File: src/erssd_pkg.sv
// ----------------------------------------------------------------------------
// erssd_pkg - echo range seven segment display shared definitions
// item types, conversion constants and the digit decode tables
// ----------------------------------------------------------------------------
package erssd_pkg;

    localparam int unsigned DIST_W   = 14;
    localparam int unsigned WIDTH_W  = 15;
    localparam int unsigned POS_W    = 2;
    localparam int unsigned SEG_W    = 7;

    // echo width to millimetres: floor(w * 343 / 2000) == (w * CONV_RECIP) >> CONV_SHIFT
    // exact for every 15-bit width
    localparam int unsigned CONV_SHIFT = 26;
    localparam int unsigned CONV_RECIP_W = 24;
    localparam logic [CONV_RECIP_W-1:0] CONV_RECIP = 24'd11509171;

    localparam logic [DIST_W-1:0] DIST_MAX     = 14'd9999;
    localparam logic [DIST_W-1:0] THRESH_RESET = 14'd200;

    // decimal digit split: floor(v / d) == (v * recip) >> DIGIT_SHIFT for v < 2**14
    localparam int unsigned DIGIT_SHIFT   = 24;
    localparam int unsigned DIGIT_RECIP_W = 25;
    localparam logic [DIGIT_RECIP_W-1:0] RECIP_1000 = 25'd16778;
    localparam logic [DIGIT_RECIP_W-1:0] RECIP_100  = 25'd167773;
    localparam logic [DIGIT_RECIP_W-1:0] RECIP_10   = 25'd1677722;
    localparam logic [DIGIT_RECIP_W-1:0] RECIP_1    = 25'd16777216;
    localparam logic [3:0] DIGIT_MAX = 4'd9;

    // display positions, most significant first
    typedef enum logic [POS_W-1:0] {
        POS_THOUSANDS = 2'd0,
        POS_HUNDREDS  = 2'd1,
        POS_TENS      = 2'd2,
        POS_UNITS     = 2'd3
    } t_pos;

    typedef enum logic {
        OP_MEASURE = 1'b0,
        OP_SCAN    = 1'b1
    } t_opcode;

    typedef struct packed {
        logic               opcode;
        logic [WIDTH_W-1:0] echo_width_us;
    } t_in_item;

    typedef struct packed {
        logic [POS_W-1:0]  digit_index;
        logic [SEG_W-1:0]  segment_pattern;
        logic [DIST_W-1:0] distance_mm;
        logic              buzzer_on;
    } t_out_item;

    // converted measurement handed from the converter to the top level
    typedef struct packed {
        logic [DIST_W-1:0] dist_mm;
        logic              alarm;
    } t_meas;

    // reciprocal for the divisor that isolates a display position
    function automatic logic [DIGIT_RECIP_W-1:0] digit_recip(input logic [POS_W-1:0] pos);
        logic [DIGIT_RECIP_W-1:0] r;
        case (pos)
            POS_THOUSANDS: r = RECIP_1000;
            POS_HUNDREDS:  r = RECIP_100;
            POS_TENS:      r = RECIP_10;
            POS_UNITS:     r = RECIP_1;
            default:       r = RECIP_1;
        endcase
        return r;
    endfunction

    // segments a..g in bits 0..6, 1 lit
    function automatic logic [SEG_W-1:0] seg_of(input logic [3:0] d);
        logic [SEG_W-1:0] s;
        case (d)
            4'd0:    s = 7'h3F;
            4'd1:    s = 7'h06;
            4'd2:    s = 7'h5B;
            4'd3:    s = 7'h4F;
            4'd4:    s = 7'h66;
            4'd5:    s = 7'h6D;
            4'd6:    s = 7'h7D;
            4'd7:    s = 7'h07;
            4'd8:    s = 7'h7F;
            4'd9:    s = 7'h6F;
            default: s = 7'h6F;
        endcase
        return s;
    endfunction

endpackage

File: src/erssd_conv.sv
// ----------------------------------------------------------------------------
// erssd_conv - echo width to distance converter
// scales the echo width to millimetres, applies timeout and clamp,
// and compares the result against the alarm threshold
// ----------------------------------------------------------------------------
module erssd_conv (
    input  logic [erssd_pkg::WIDTH_W-1:0] i_echo_width_us,
    input  logic [erssd_pkg::DIST_W-1:0]  i_threshold_mm,
    output erssd_pkg::t_meas              o_meas
);

    localparam int unsigned PROD_W = erssd_pkg::WIDTH_W + erssd_pkg::CONV_RECIP_W;
    localparam int unsigned QUO_W  = PROD_W - erssd_pkg::CONV_SHIFT;

    logic [PROD_W-1:0]             prod;
    logic [QUO_W-1:0]              quo;
    logic [erssd_pkg::DIST_W-1:0]  clamped_mm;

    // width * 343 / 2000 through a reciprocal multiply
    assign prod = PROD_W'(i_echo_width_us) * PROD_W'(erssd_pkg::CONV_RECIP);
    assign quo  = prod[PROD_W-1:erssd_pkg::CONV_SHIFT];

    // timeout reads as full scale, otherwise clamp
    always_comb begin
        if (i_echo_width_us == '0) begin
            clamped_mm = erssd_pkg::DIST_MAX;
        end else if (erssd_pkg::DIST_W'(quo) > erssd_pkg::DIST_MAX) begin
            clamped_mm = erssd_pkg::DIST_MAX;
        end else begin
            clamped_mm = erssd_pkg::DIST_W'(quo);
        end
    end

    assign o_meas.dist_mm = clamped_mm;
    assign o_meas.alarm   = (clamped_mm <= i_threshold_mm);

endmodule

File: src/echo_range_seven_segment_display.sv
// ----------------------------------------------------------------------------
// echo_range_seven_segment_display - ultrasonic range to four digit display
// converts echo widths to a held distance with a buzzer flag and scans the
// four digits of that distance onto a seven segment pattern
// ----------------------------------------------------------------------------
//  channel  | direction | handshake                    | payload
//  ---------+-----------+------------------------------+---------------------------
//  in       | input     | i_in_valid / o_in_stall      | i_in_item  (t_in_item)
//  out      | output    | o_out_valid / i_out_stall    | o_out_item (t_out_item)
//  cfg      | input     | i_cfg_we, no wait            | i_cfg_data (alarm threshold)
//
//  one item per cycle while the output is not stalled; a taken item passes in order through the
//  input register, measurement register, digit quotient register, result register
//  every stage moves on whenever the stage after it is free or emptying
//  reset clears all stages, held distance, scan position and buzzer; threshold = 200
//  a stalled result holds; up to four items wait in the stages, and o_in_stall
//  rises only when every stage is full and the output is stalled
// ----------------------------------------------------------------------------
module echo_range_seven_segment_display (
    input  logic                         i_clk,
    input  logic                         i_rst_n,
    input  logic                         i_cfg_we,
    input  logic [erssd_pkg::DIST_W-1:0] i_cfg_data,
    input  logic                         i_in_valid,
    input  erssd_pkg::t_in_item          i_in_item,
    output logic                         o_in_stall,
    output logic                         o_out_valid,
    output erssd_pkg::t_out_item         o_out_item,
    input  logic                         i_out_stall
);

    localparam int unsigned DW      = erssd_pkg::DIST_W;
    localparam int unsigned PW      = erssd_pkg::POS_W;
    localparam int unsigned QPROD_W = DW + erssd_pkg::DIGIT_RECIP_W;
    localparam int unsigned MPROD_W = DW + erssd_pkg::DIGIT_RECIP_W;

    // configuration and block state
    logic [DW-1:0] r_thresh;
    logic [DW-1:0] r_held;
    logic [PW-1:0] r_pos;
    logic          r_alarm;

    // stage registers
    logic                r_in_valid;
    erssd_pkg::t_in_item r_in;
    logic                r_s2_valid;
    logic [DW-1:0]       r_s2_dist;
    logic [PW-1:0]       r_s2_pos;
    logic                r_s2_alarm;
    logic                r_s3_valid;
    logic [DW-1:0]       r_s3_quo;
    logic [DW-1:0]       r_s3_dist;
    logic [PW-1:0]       r_s3_pos;
    logic                r_s3_alarm;
    logic                 r_out_valid;
    erssd_pkg::t_out_item r_out;

    logic                 n_in_valid;
    logic                 n_s2_valid;
    logic                 n_s3_valid;
    logic                 n_out_valid;
    logic [DW-1:0]        n_s2_dist;
    logic [PW-1:0]        n_s2_pos;
    logic                 n_s2_alarm;
    logic [DW-1:0]        n_s3_quo;
    erssd_pkg::t_out_item n_out;

    logic             ld_out;
    logic             ld_s3;
    logic             ld_s2;
    logic             take_s2;
    logic             is_scan;
    erssd_pkg::t_meas meas;

    logic [QPROD_W-1:0] qprod;
    logic [MPROD_W-1:0] mprod;
    logic [DW-1:0]      quo10;
    logic [DW-1:0]      rem10;
    logic [3:0]         digit;

    // stage advance, back to front
    assign ld_out     = !r_out_valid || !i_out_stall;
    assign ld_s3      = !r_s3_valid || ld_out;
    assign ld_s2      = !r_s2_valid || ld_s3;
    assign o_in_stall = r_in_valid && !ld_s2;
    assign take_s2    = r_in_valid && ld_s2;
    assign is_scan    = (r_in.opcode == erssd_pkg::OP_SCAN);

    // measurement conversion
    erssd_conv u_conv (
        .i_echo_width_us (r_in.echo_width_us),
        .i_threshold_mm  (r_thresh),
        .o_meas          (meas)
    );

    // state after this item
    always_comb begin
        if (is_scan) begin
            n_s2_dist  = r_held;
            n_s2_pos   = r_pos + PW'(1);
            n_s2_alarm = r_alarm;
        end else begin
            n_s2_dist  = meas.dist_mm;
            n_s2_pos   = r_pos;
            n_s2_alarm = meas.alarm;
        end
    end

    // quotient that brings the shown digit to the units place
    assign qprod    = QPROD_W'(r_s2_dist) * QPROD_W'(erssd_pkg::digit_recip(r_s2_pos));
    assign n_s3_quo = DW'(qprod[QPROD_W-1:erssd_pkg::DIGIT_SHIFT]);

    // units digit of the quotient, thousands clamped to nine
    assign mprod = MPROD_W'(r_s3_quo) * MPROD_W'(erssd_pkg::RECIP_10);
    assign quo10 = DW'(mprod[MPROD_W-1:erssd_pkg::DIGIT_SHIFT]);
    assign rem10 = r_s3_quo - ((quo10 << 3) + (quo10 << 1));

    always_comb begin
        if (r_s3_pos == erssd_pkg::POS_THOUSANDS) begin
            digit = (r_s3_quo > DW'(erssd_pkg::DIGIT_MAX)) ? erssd_pkg::DIGIT_MAX
                                                          : r_s3_quo[3:0];
        end else begin
            digit = rem10[3:0];
        end
        n_out.digit_index     = r_s3_pos;
        n_out.segment_pattern = erssd_pkg::seg_of(digit);
        n_out.distance_mm     = r_s3_dist;
        n_out.buzzer_on       = r_s3_alarm;
    end

    // next valid flags
    always_comb begin
        n_in_valid  = o_in_stall ? r_in_valid : i_in_valid;
        n_s2_valid  = ld_s2  ? r_in_valid : r_s2_valid;
        n_s3_valid  = ld_s3  ? r_s2_valid : r_s3_valid;
        n_out_valid = ld_out ? r_s3_valid : r_out_valid;
    end

    // control and state registers
    always_ff @(posedge i_clk) begin
        if (!i_rst_n) begin
            r_in_valid  <= 1'b0;
            r_s2_valid  <= 1'b0;
            r_s3_valid  <= 1'b0;
            r_out_valid <= 1'b0;
            r_thresh    <= erssd_pkg::THRESH_RESET;
            r_held      <= '0;
            r_pos       <= erssd_pkg::POS_THOUSANDS;
            r_alarm     <= 1'b0;
        end else begin
            r_in_valid  <= n_in_valid;
            r_s2_valid  <= n_s2_valid;
            r_s3_valid  <= n_s3_valid;
            r_out_valid <= n_out_valid;
            if (i_cfg_we) begin
                r_thresh <= i_cfg_data;
            end
            if (take_s2) begin
                r_held  <= n_s2_dist;
                r_pos   <= n_s2_pos;
                r_alarm <= n_s2_alarm;
            end
        end
    end

    // payload registers
    always_ff @(posedge i_clk) begin
        if (!o_in_stall) begin
            r_in <= i_in_item;
        end
        if (ld_s2) begin
            r_s2_dist  <= n_s2_dist;
            r_s2_pos   <= n_s2_pos;
            r_s2_alarm <= n_s2_alarm;
        end
        if (ld_s3) begin
            r_s3_quo   <= n_s3_quo;
            r_s3_dist  <= r_s2_dist;
            r_s3_pos   <= r_s2_pos;
            r_s3_alarm <= r_s2_alarm;
        end
        if (ld_out) begin
            r_out <= n_out;
        end
    end

    assign o_out_valid = r_out_valid;
    assign o_out_item  = r_out;

endmodule

File: config.mk
export PLATFORM = sky130hd
export DESIGN_NAME = echo_range_seven_segment_display
export DESIGN_NICKNAME = d
export VERILOG_FILES = /design/src/erssd_pkg.sv /design/src/erssd_conv.sv /design/src/echo_range_seven_segment_display.sv
export SDC_FILE = /design/constraint.sdc
export NUM_CORES = 1
export LEC_CHECK = 0
export ABC_CLOCK_PERIOD_IN_PS = 18550
export BUFFER_PORTS_ARGS = -buffer_cell sky130_fd_sc_hd__buf_2
export CAP_MARGIN = 20
export CORE_MARGIN = 8
export CORE_UTILIZATION = 36
export CTS_CLUSTER_SIZE = 28
export DETAILED_ROUTE_END_ITERATION = 12
export GPL_ROUTABILITY_DRIVEN = 0
export PLACE_DENSITY = 0.59
export SLEW_MARGIN = 5
export SYNTH_ARGS = -nofsm -noshare
export SYNTH_HDL_FRONTEND = slang
export SYNTH_SLANG_ARGS = --single-unit
File: constraint.sdc
create_clock -name i_clk -period 18.55 [get_ports i_clk]
set_input_delay 1.855 -clock i_clk [delete_from_list [all_inputs] [get_ports i_clk]]
set_output_delay 1.855 -clock i_clk [all_outputs]
set_load 0.01 [all_outputs]
# ---- Word-level counts from Yosys, hierarchy flattened
# Memory sizes are Yosys's and may differ from the RTL's. A register that Yosys moved wholly into a read port is not among the register bits.
# Index checks and enable logic that the tools add are counted.
dict set report classes {
  add_sub_neg 3
  n_mul 3
  div 0
  n_lt_le_gt_ge 3
  n_eq_ne 3
  n_shift 0
  muxes 8
  bitwise 0
  reduce_logical 13
}
# op n
set op_table {}
lappend op_table {{one-hot mux 25 bit (4 select lines)} 1}
lappend op_table {{2-to-1 mux 14 bit} 3}
lappend op_table {{multiplier 15 x 24 -> 39 bit, second input constant} 1}
lappend op_table {{multiplier 14 x 25 -> 38 bit} 1}
lappend op_table {{multiplier 14 x 20 -> 26 bit, second input constant} 1}
lappend op_table {{logical NOT 15 bit} 1}
lappend op_table {{> comparator 13 x 14 -> 1 bit, second input constant} 1}
lappend op_table {{> comparator 14 x 4 -> 1 bit, second input constant} 1}
lappend op_table {{less-or-equal comparator 14 bit} 1}
lappend op_table {{2-to-1 mux 4 bit} 2}
lappend op_table {{logical NOT 1 bit} 5}
lappend op_table {{adder 4 bit} 1}
lappend op_table {{== test 2 bit, second input constant} 2}
lappend op_table {{logical NOT 2 bit} 2}
lappend op_table {{subtractor 4 bit} 1}
lappend op_table {{logical OR 1 bit} 3}
lappend op_table {{adder 2 x 1 -> 2 bit, second input constant} 1}
lappend op_table {{== test 2 x 1 -> 1 bit, second input constant} 1}
lappend op_table {{logical AND 1 bit} 2}
lappend op_table {{2-to-1 mux 2 bit} 1}
lappend op_table {{2-to-1 mux 1 bit} 1}
dict set report word_totals {
  reg_bits 116
  latchBits 0
  mem_bits_rw 0
  rom_bits 112
  inputBits 35
  out_inout_bits 26
  wordCells 54
  mem_count 1
}
# name words width read_ports rd_clocked_by_memory_dff wr line_no
set memory_table {}
lappend memory_table {{(no name shown)} 16 7 1 1 0 erssd_pkg.sv:77} ;# case (d)

# ---- Depth between registers and ports, before layout
dict set report logic_depth {
  word_depth 6
  ltp_mapped 32
  depth_no_buf 32
}

# ---- Modules after synthesis
# A second synthesis with hierarchy kept.
dict set report hier_totals {
  hier_cells 2164
  area_unflattened_um2 22410.2
}
# module n_inst cells_each area_each_um2 seq_area_each_um2
set by_module_without_submodules {}
lappend by_module_without_submodules {echo_range_seven_segment_display 1 1426 15534.9 3343.2}
lappend by_module_without_submodules {erssd_conv 1 738 6875.3 0.0}

# ---- Least setup slack after synthesis
# Ideal clock, no wire load.
dict set report synth_path {
  kind {flip-flop to flip-flop}
  from {register r_in[13] (netlist name)}
  to {register r_s2_alarm, data pin}
  setup_ns 0.149
  arrival_time_ns 6.994
  t_required_ns 18.401
  slack_ns 11.408
  stages_incl_launch_ff 30
  n_path_buf 0
  synth_period_minus_slack_ns 7.142
  path_cell_list {edfxtp_1 -> inv_1 -> ha_1 -> xnor2_1 -> ha_1 -> fa_1 -> fa_1 -> fa_1 -> inv_1 -> fa_1 -> inv_1 -> ha_1 -> a21oi_1 -> o22ai_1 -> o31a_1 -> o41a_1 -> o21ai_0 -> a31oi_1 -> xor2_1 -> and2_1 -> ha_1 -> a21o_1 -> a21o_1 -> a21o_1 -> a21o_1 -> a21oi_1 -> nor2b_1 -> o21ai_0 -> a21oi_1 -> mux2i_1}
}
dict set report synth_via {
  elab_chain_cells 6
  elab_cells_between_ends 7
  classes_between {mul: 1; order compare: 2; mux: 3; reduce/logical: 1}
}
# element line_no
set synth_lines {}
lappend synth_lines {{start: declaration} echo_range_seven_segment_display.sv:45} ;# erssd_pkg::t_in_item r_in;
lappend synth_lines {{start signal: assignment} echo_range_seven_segment_display.sv:169} ;# r_in <= i_in_item;
lappend synth_lines {{multiplier 15 x 24 -> 39 bit} erssd_conv.sv:20} ;# assign prod = PROD_W'(i_echo_width_us) * PROD_W'(erssd_pkg::CONV_RECIP);
lappend synth_lines {{> comparator 13 x 14 -> 1 bit} erssd_conv.sv:27} ;# end else if (erssd_pkg::DIST_W'(quo) > erssd_pkg::DIST_MAX) begin
lappend synth_lines {{2-to-1 mux 14 bit} erssd_conv.sv:27}
lappend synth_lines {{2-to-1 mux 14 bit *} erssd_conv.sv:25} ;# if (i_echo_width_us == '0) begin
lappend synth_lines {{less-or-equal comparator 14 bit *} erssd_conv.sv:35} ;# assign o_meas.alarm = (clamped_mm <= i_threshold_mm);
lappend synth_lines {{2-to-1 mux 1 bit *} echo_range_seven_segment_display.sv:98} ;# if (is_scan) begin
lappend synth_lines {{net n_s2_alarm} echo_range_seven_segment_display.sv:64} ;# logic n_s2_alarm;
lappend synth_lines {{end signal: assignment} echo_range_seven_segment_display.sv:174} ;# r_s2_alarm <= n_s2_alarm;
lappend synth_lines {{end: declaration} echo_range_seven_segment_display.sv:49} ;# logic r_s2_alarm;
# The timed path passes the listed nets; every way through them passes the cells marked *.
# A chain may end at the register's enable or synchronous reset.

# ---- Final worst setup path
dict set report layout_path {
  from {register r_in[12] (netlist name)}
  to {register r_s2_alarm, data pin}
}
# The elaborated chain is that of the path after synthesis.

==> flow_summary.yaml <==
status:
  status: "finished, final reports clean"
detailed_routing:
  drt_iter0_drc: 641
  num_vias: 14000
  post_drt_via_cell_ratio: 4.83
  drc: 0
  ant_nets: 0
  wl_per_cell_um: 17.7
  wirelength_um: 51200
  drtPass1Iterations: 5
layout:
  synthToLayoutAreaGrowth_pct: 8.42
  drive_above_1_share_pct: 5.39
  layout.nets: 2921
  layout_common_cells: "inv_1 (533), ha_1 (404), fa_1 (380)"
  final_common_cell: "inv_1"
  diodes: 0
worst_setup_path:
  max_stage_delay_ns: 0.81
  crit_arrival_ns: 8.17
  cp-end-kind: "flop"
  r2r_start: "r_in[12]"
  required_ns: 18.85
  crit_type: "reg2reg"
  cp_top_family: "adder cells"
  crit_top_cell: "fa_1"
  cp-start-kind: "flop"
  rr_worst_depth: 28
  cp_max_fo: 8
  reg2reg_slack_ns: 10.67
  r2r-end: "r_s2_alarm"
  worst_path_max_delay_cell: "fa_1"
  path_buf_inv: 2
yosys:
  syn-num-nets: 2860
  synth-main-ff-cell: "edfxtp_1"
  ys_seq_elements: 123
  avgSynthCellArea_um2: 10.6
  ys_types: 61
  synth_cells: 2041
  yosysSeqAreaShare_pct: 15.4
  synth_area_um2: 21700
  synth_edf_count: 88
  yosysWarnings: 0
  synth_async_sr_flop_share_pct: 0
clock_network:
  cts_tree: "done"
  hold_buffers: 0
  cts_buffer_depth: 2
  cts.clk_slew.worst_paths_ns: 0.07
  clock_latency_ns: 0.46
  cts.sinks: 123
  cts_resized: 0
  cts_root_buf: "clkbuf_16"
  postCtsSetupBuffers: 0
  htreeDepth: 4
  numCtsBuffers: 17
worst_hold_path:
  hold_path.startpoint: "r_s3_dist[13]"
  holdPathStages: 0
  whs_endpoint: "o_out_item[14]"
  hp-class: "reg2reg"
global_route:
  grt_pass1_wl_um: 83700
  antenna_found_initial: 0
  grt_max_degree: 39
  grt_overflow: 0
  grt_pass1_vias: 15600
  grt_use_total_pct: 15.8
die:
  die_h_um: 262
  num_io_pins: 61
  floorplan.initialDensity_pct: 36.2
  die_w_um: 262
  die_area_um2: 68400
  core_um2: 60000
  rows: 90
sta:
  fin_tns_setup_ns: 0
  rsz0062_at_grt: "no"
  hold_viol: 0
  maxSlewViolCount: 0
  finalCritPeriodShare_pct: 42.5
  max-slew-margin-rel_pct: 35.6
  tightest_slew_ns: 0.963
  skew_ns: 0.0148
  fmax_ghz: 0.127
  finalSetupViolCount: 0
  fin_crit_ns: 7.88
run:
  maxCapViolations: 0
placed_design:
  hpwlAfterDp_um: 45300
  portBuffers: 60
-- worst max path at each step --
| stage | from | to | slack [ns] | cells past startpoint |
|---|---|---|---|---|
| after global routing | r_in[13] | r_s2_alarm | 10.22 | 29 |
| after detailed placement | r_in[13] | r_s2_alarm | 10.71 | 29 |
| after floorplan | r_in[13] | r_s2_alarm | 11.41 | 29 |
| after CTS | r_in[13] | r_s2_alarm | 10.68 | 29 |
| after global placement | r_in[12] | r_s2_alarm | 10.85 | 28 |
| final | r_in[12] | r_s2_alarm | 10.67 | 28 |
-- metal layers --
layer / global-route usage, % / routed length [µm] / vias to the layer above
met3: 3.85 / 2760 / 74
met5: 0 / 0 / -
met4: 5.61 / 1690 / 0
met1: 19.2 / 21400 / 7047
met2: 27.2 / 25400 / 286
li1: - / - / 6597
-- metrics by stage --
step	setup WS [ns]	hold WS (ns)	instances	utilization, %	instance area [µm²]
6_report	10.67	0.415	2897	39.2	23500
5_1_grt	10.22	0.429	2897	39.2	23500
4_1_cts	10.68	0.419	2896	39.2	23500
3_3_place_gp	10.85	0.405	2864	38.2	22900
2_1_floorplan	11.41	0.400	2041	-	21700
3_5_place_dp	10.71	0.406	2864	38.2	22900
-- worst register-to-register path, delay by kind of cell, from the launching register on --
| family | cells | cell delay (ns) |
|---|---|---|
| AOI/OAI and AO/OA | 11 | 2.03 |
| xor gates and xnor gates | 2 | 0.29 |
| adders and majority gates | 8 | 3.65 |
| buffers and inverters | 2 | 0.11 |
| DFF | 1 | 0.59 |
| muxes | 1 | 0.14 |
| and+or+nand+nor | 4 | 0.88 |
-- logic make-up (layout without fill, tap and decap cells) --
family          count (synthesis)  in the layout  share of synthesized area [%]
fa+ha+maj                     785            785                           58.4
buf+inv                       555            629                           9.60
simple gates                  312            312                           7.67
compound gates                195            195                           5.90
flops                         123            123                           15.4
xor+xnor                       51             51                           2.06
mux                            20             20                          0.963
-- cell usage after synthesis, types with 4 or more instances --
cell | instances | area share [%]
inv_1 | 533 | 9.2
ha_1 | 404 | 23
fa_1 | 380 | 35
edfxtp_1 | 88 | 12
nand2_1 | 72 | 1.2
and2_1 | 59 | 1.7
a21oi_1 | 51 | 1.2
nor2b_1 | 46 | 1.3
nor2_1 | 44 | 0.76
o21ai_0 | 38 | 0.88
dfxtp_1 | 35 | 3.2
a21o_1 | 33 | 1.1
xnor2_1 | 32 | 1.3
xor2_1 | 19 | 0.77
clkbuf_1 | 18 | 0.31
nand3_1 | 16 | 0.37
mux2i_1 | 13 | 0.60
nand2b_1 | 13 | 0.37
nor3_1 | 11 | 0.25
nand4_1 | 10 | 0.29
o21a_1 | 10 | 0.35
or2_2 | 8 | 0.23
a211oi_1 | 7 | 0.24
and3_1 | 7 | 0.20
mux2_2 | 7 | 0.36
a211o_1 | 6 | 0.24
a31oi_1 | 6 | 0.17
o211ai_1 | 6 | 0.21
o31a_1 | 5 | 0.20
o31ai_1 | 5 | 0.17
o22ai_1 | 4 | 0.12
or3_1 | 4 | 0.12
or4_1 | 4 | 0.14
-- registers in the layout, indices dropped and copies added, names as in the netlist, 14 cells and up --
register,cells
r_s3_dist,14
r_in,15
o_out_item,24
r_thresh,14
r_s3_quo,14
r_held,14
r_s2_dist,14
-- area by class of cell --
class                           instances  area, µm²
Clock buffer                           17        425
Clock inverter                         15        171
Fill cell                            5835      36500
Inverter                              534       2000
Multi-Input combinational cell       1363      16300
Sequential cell                       123       3340
Tap cell                              782        978
Timing Repair Buffer                   63        330
Power is left out: the tool's default activity adds up to more than one toggle a clock period on the data nets, which glitch-free logic cannot reach.
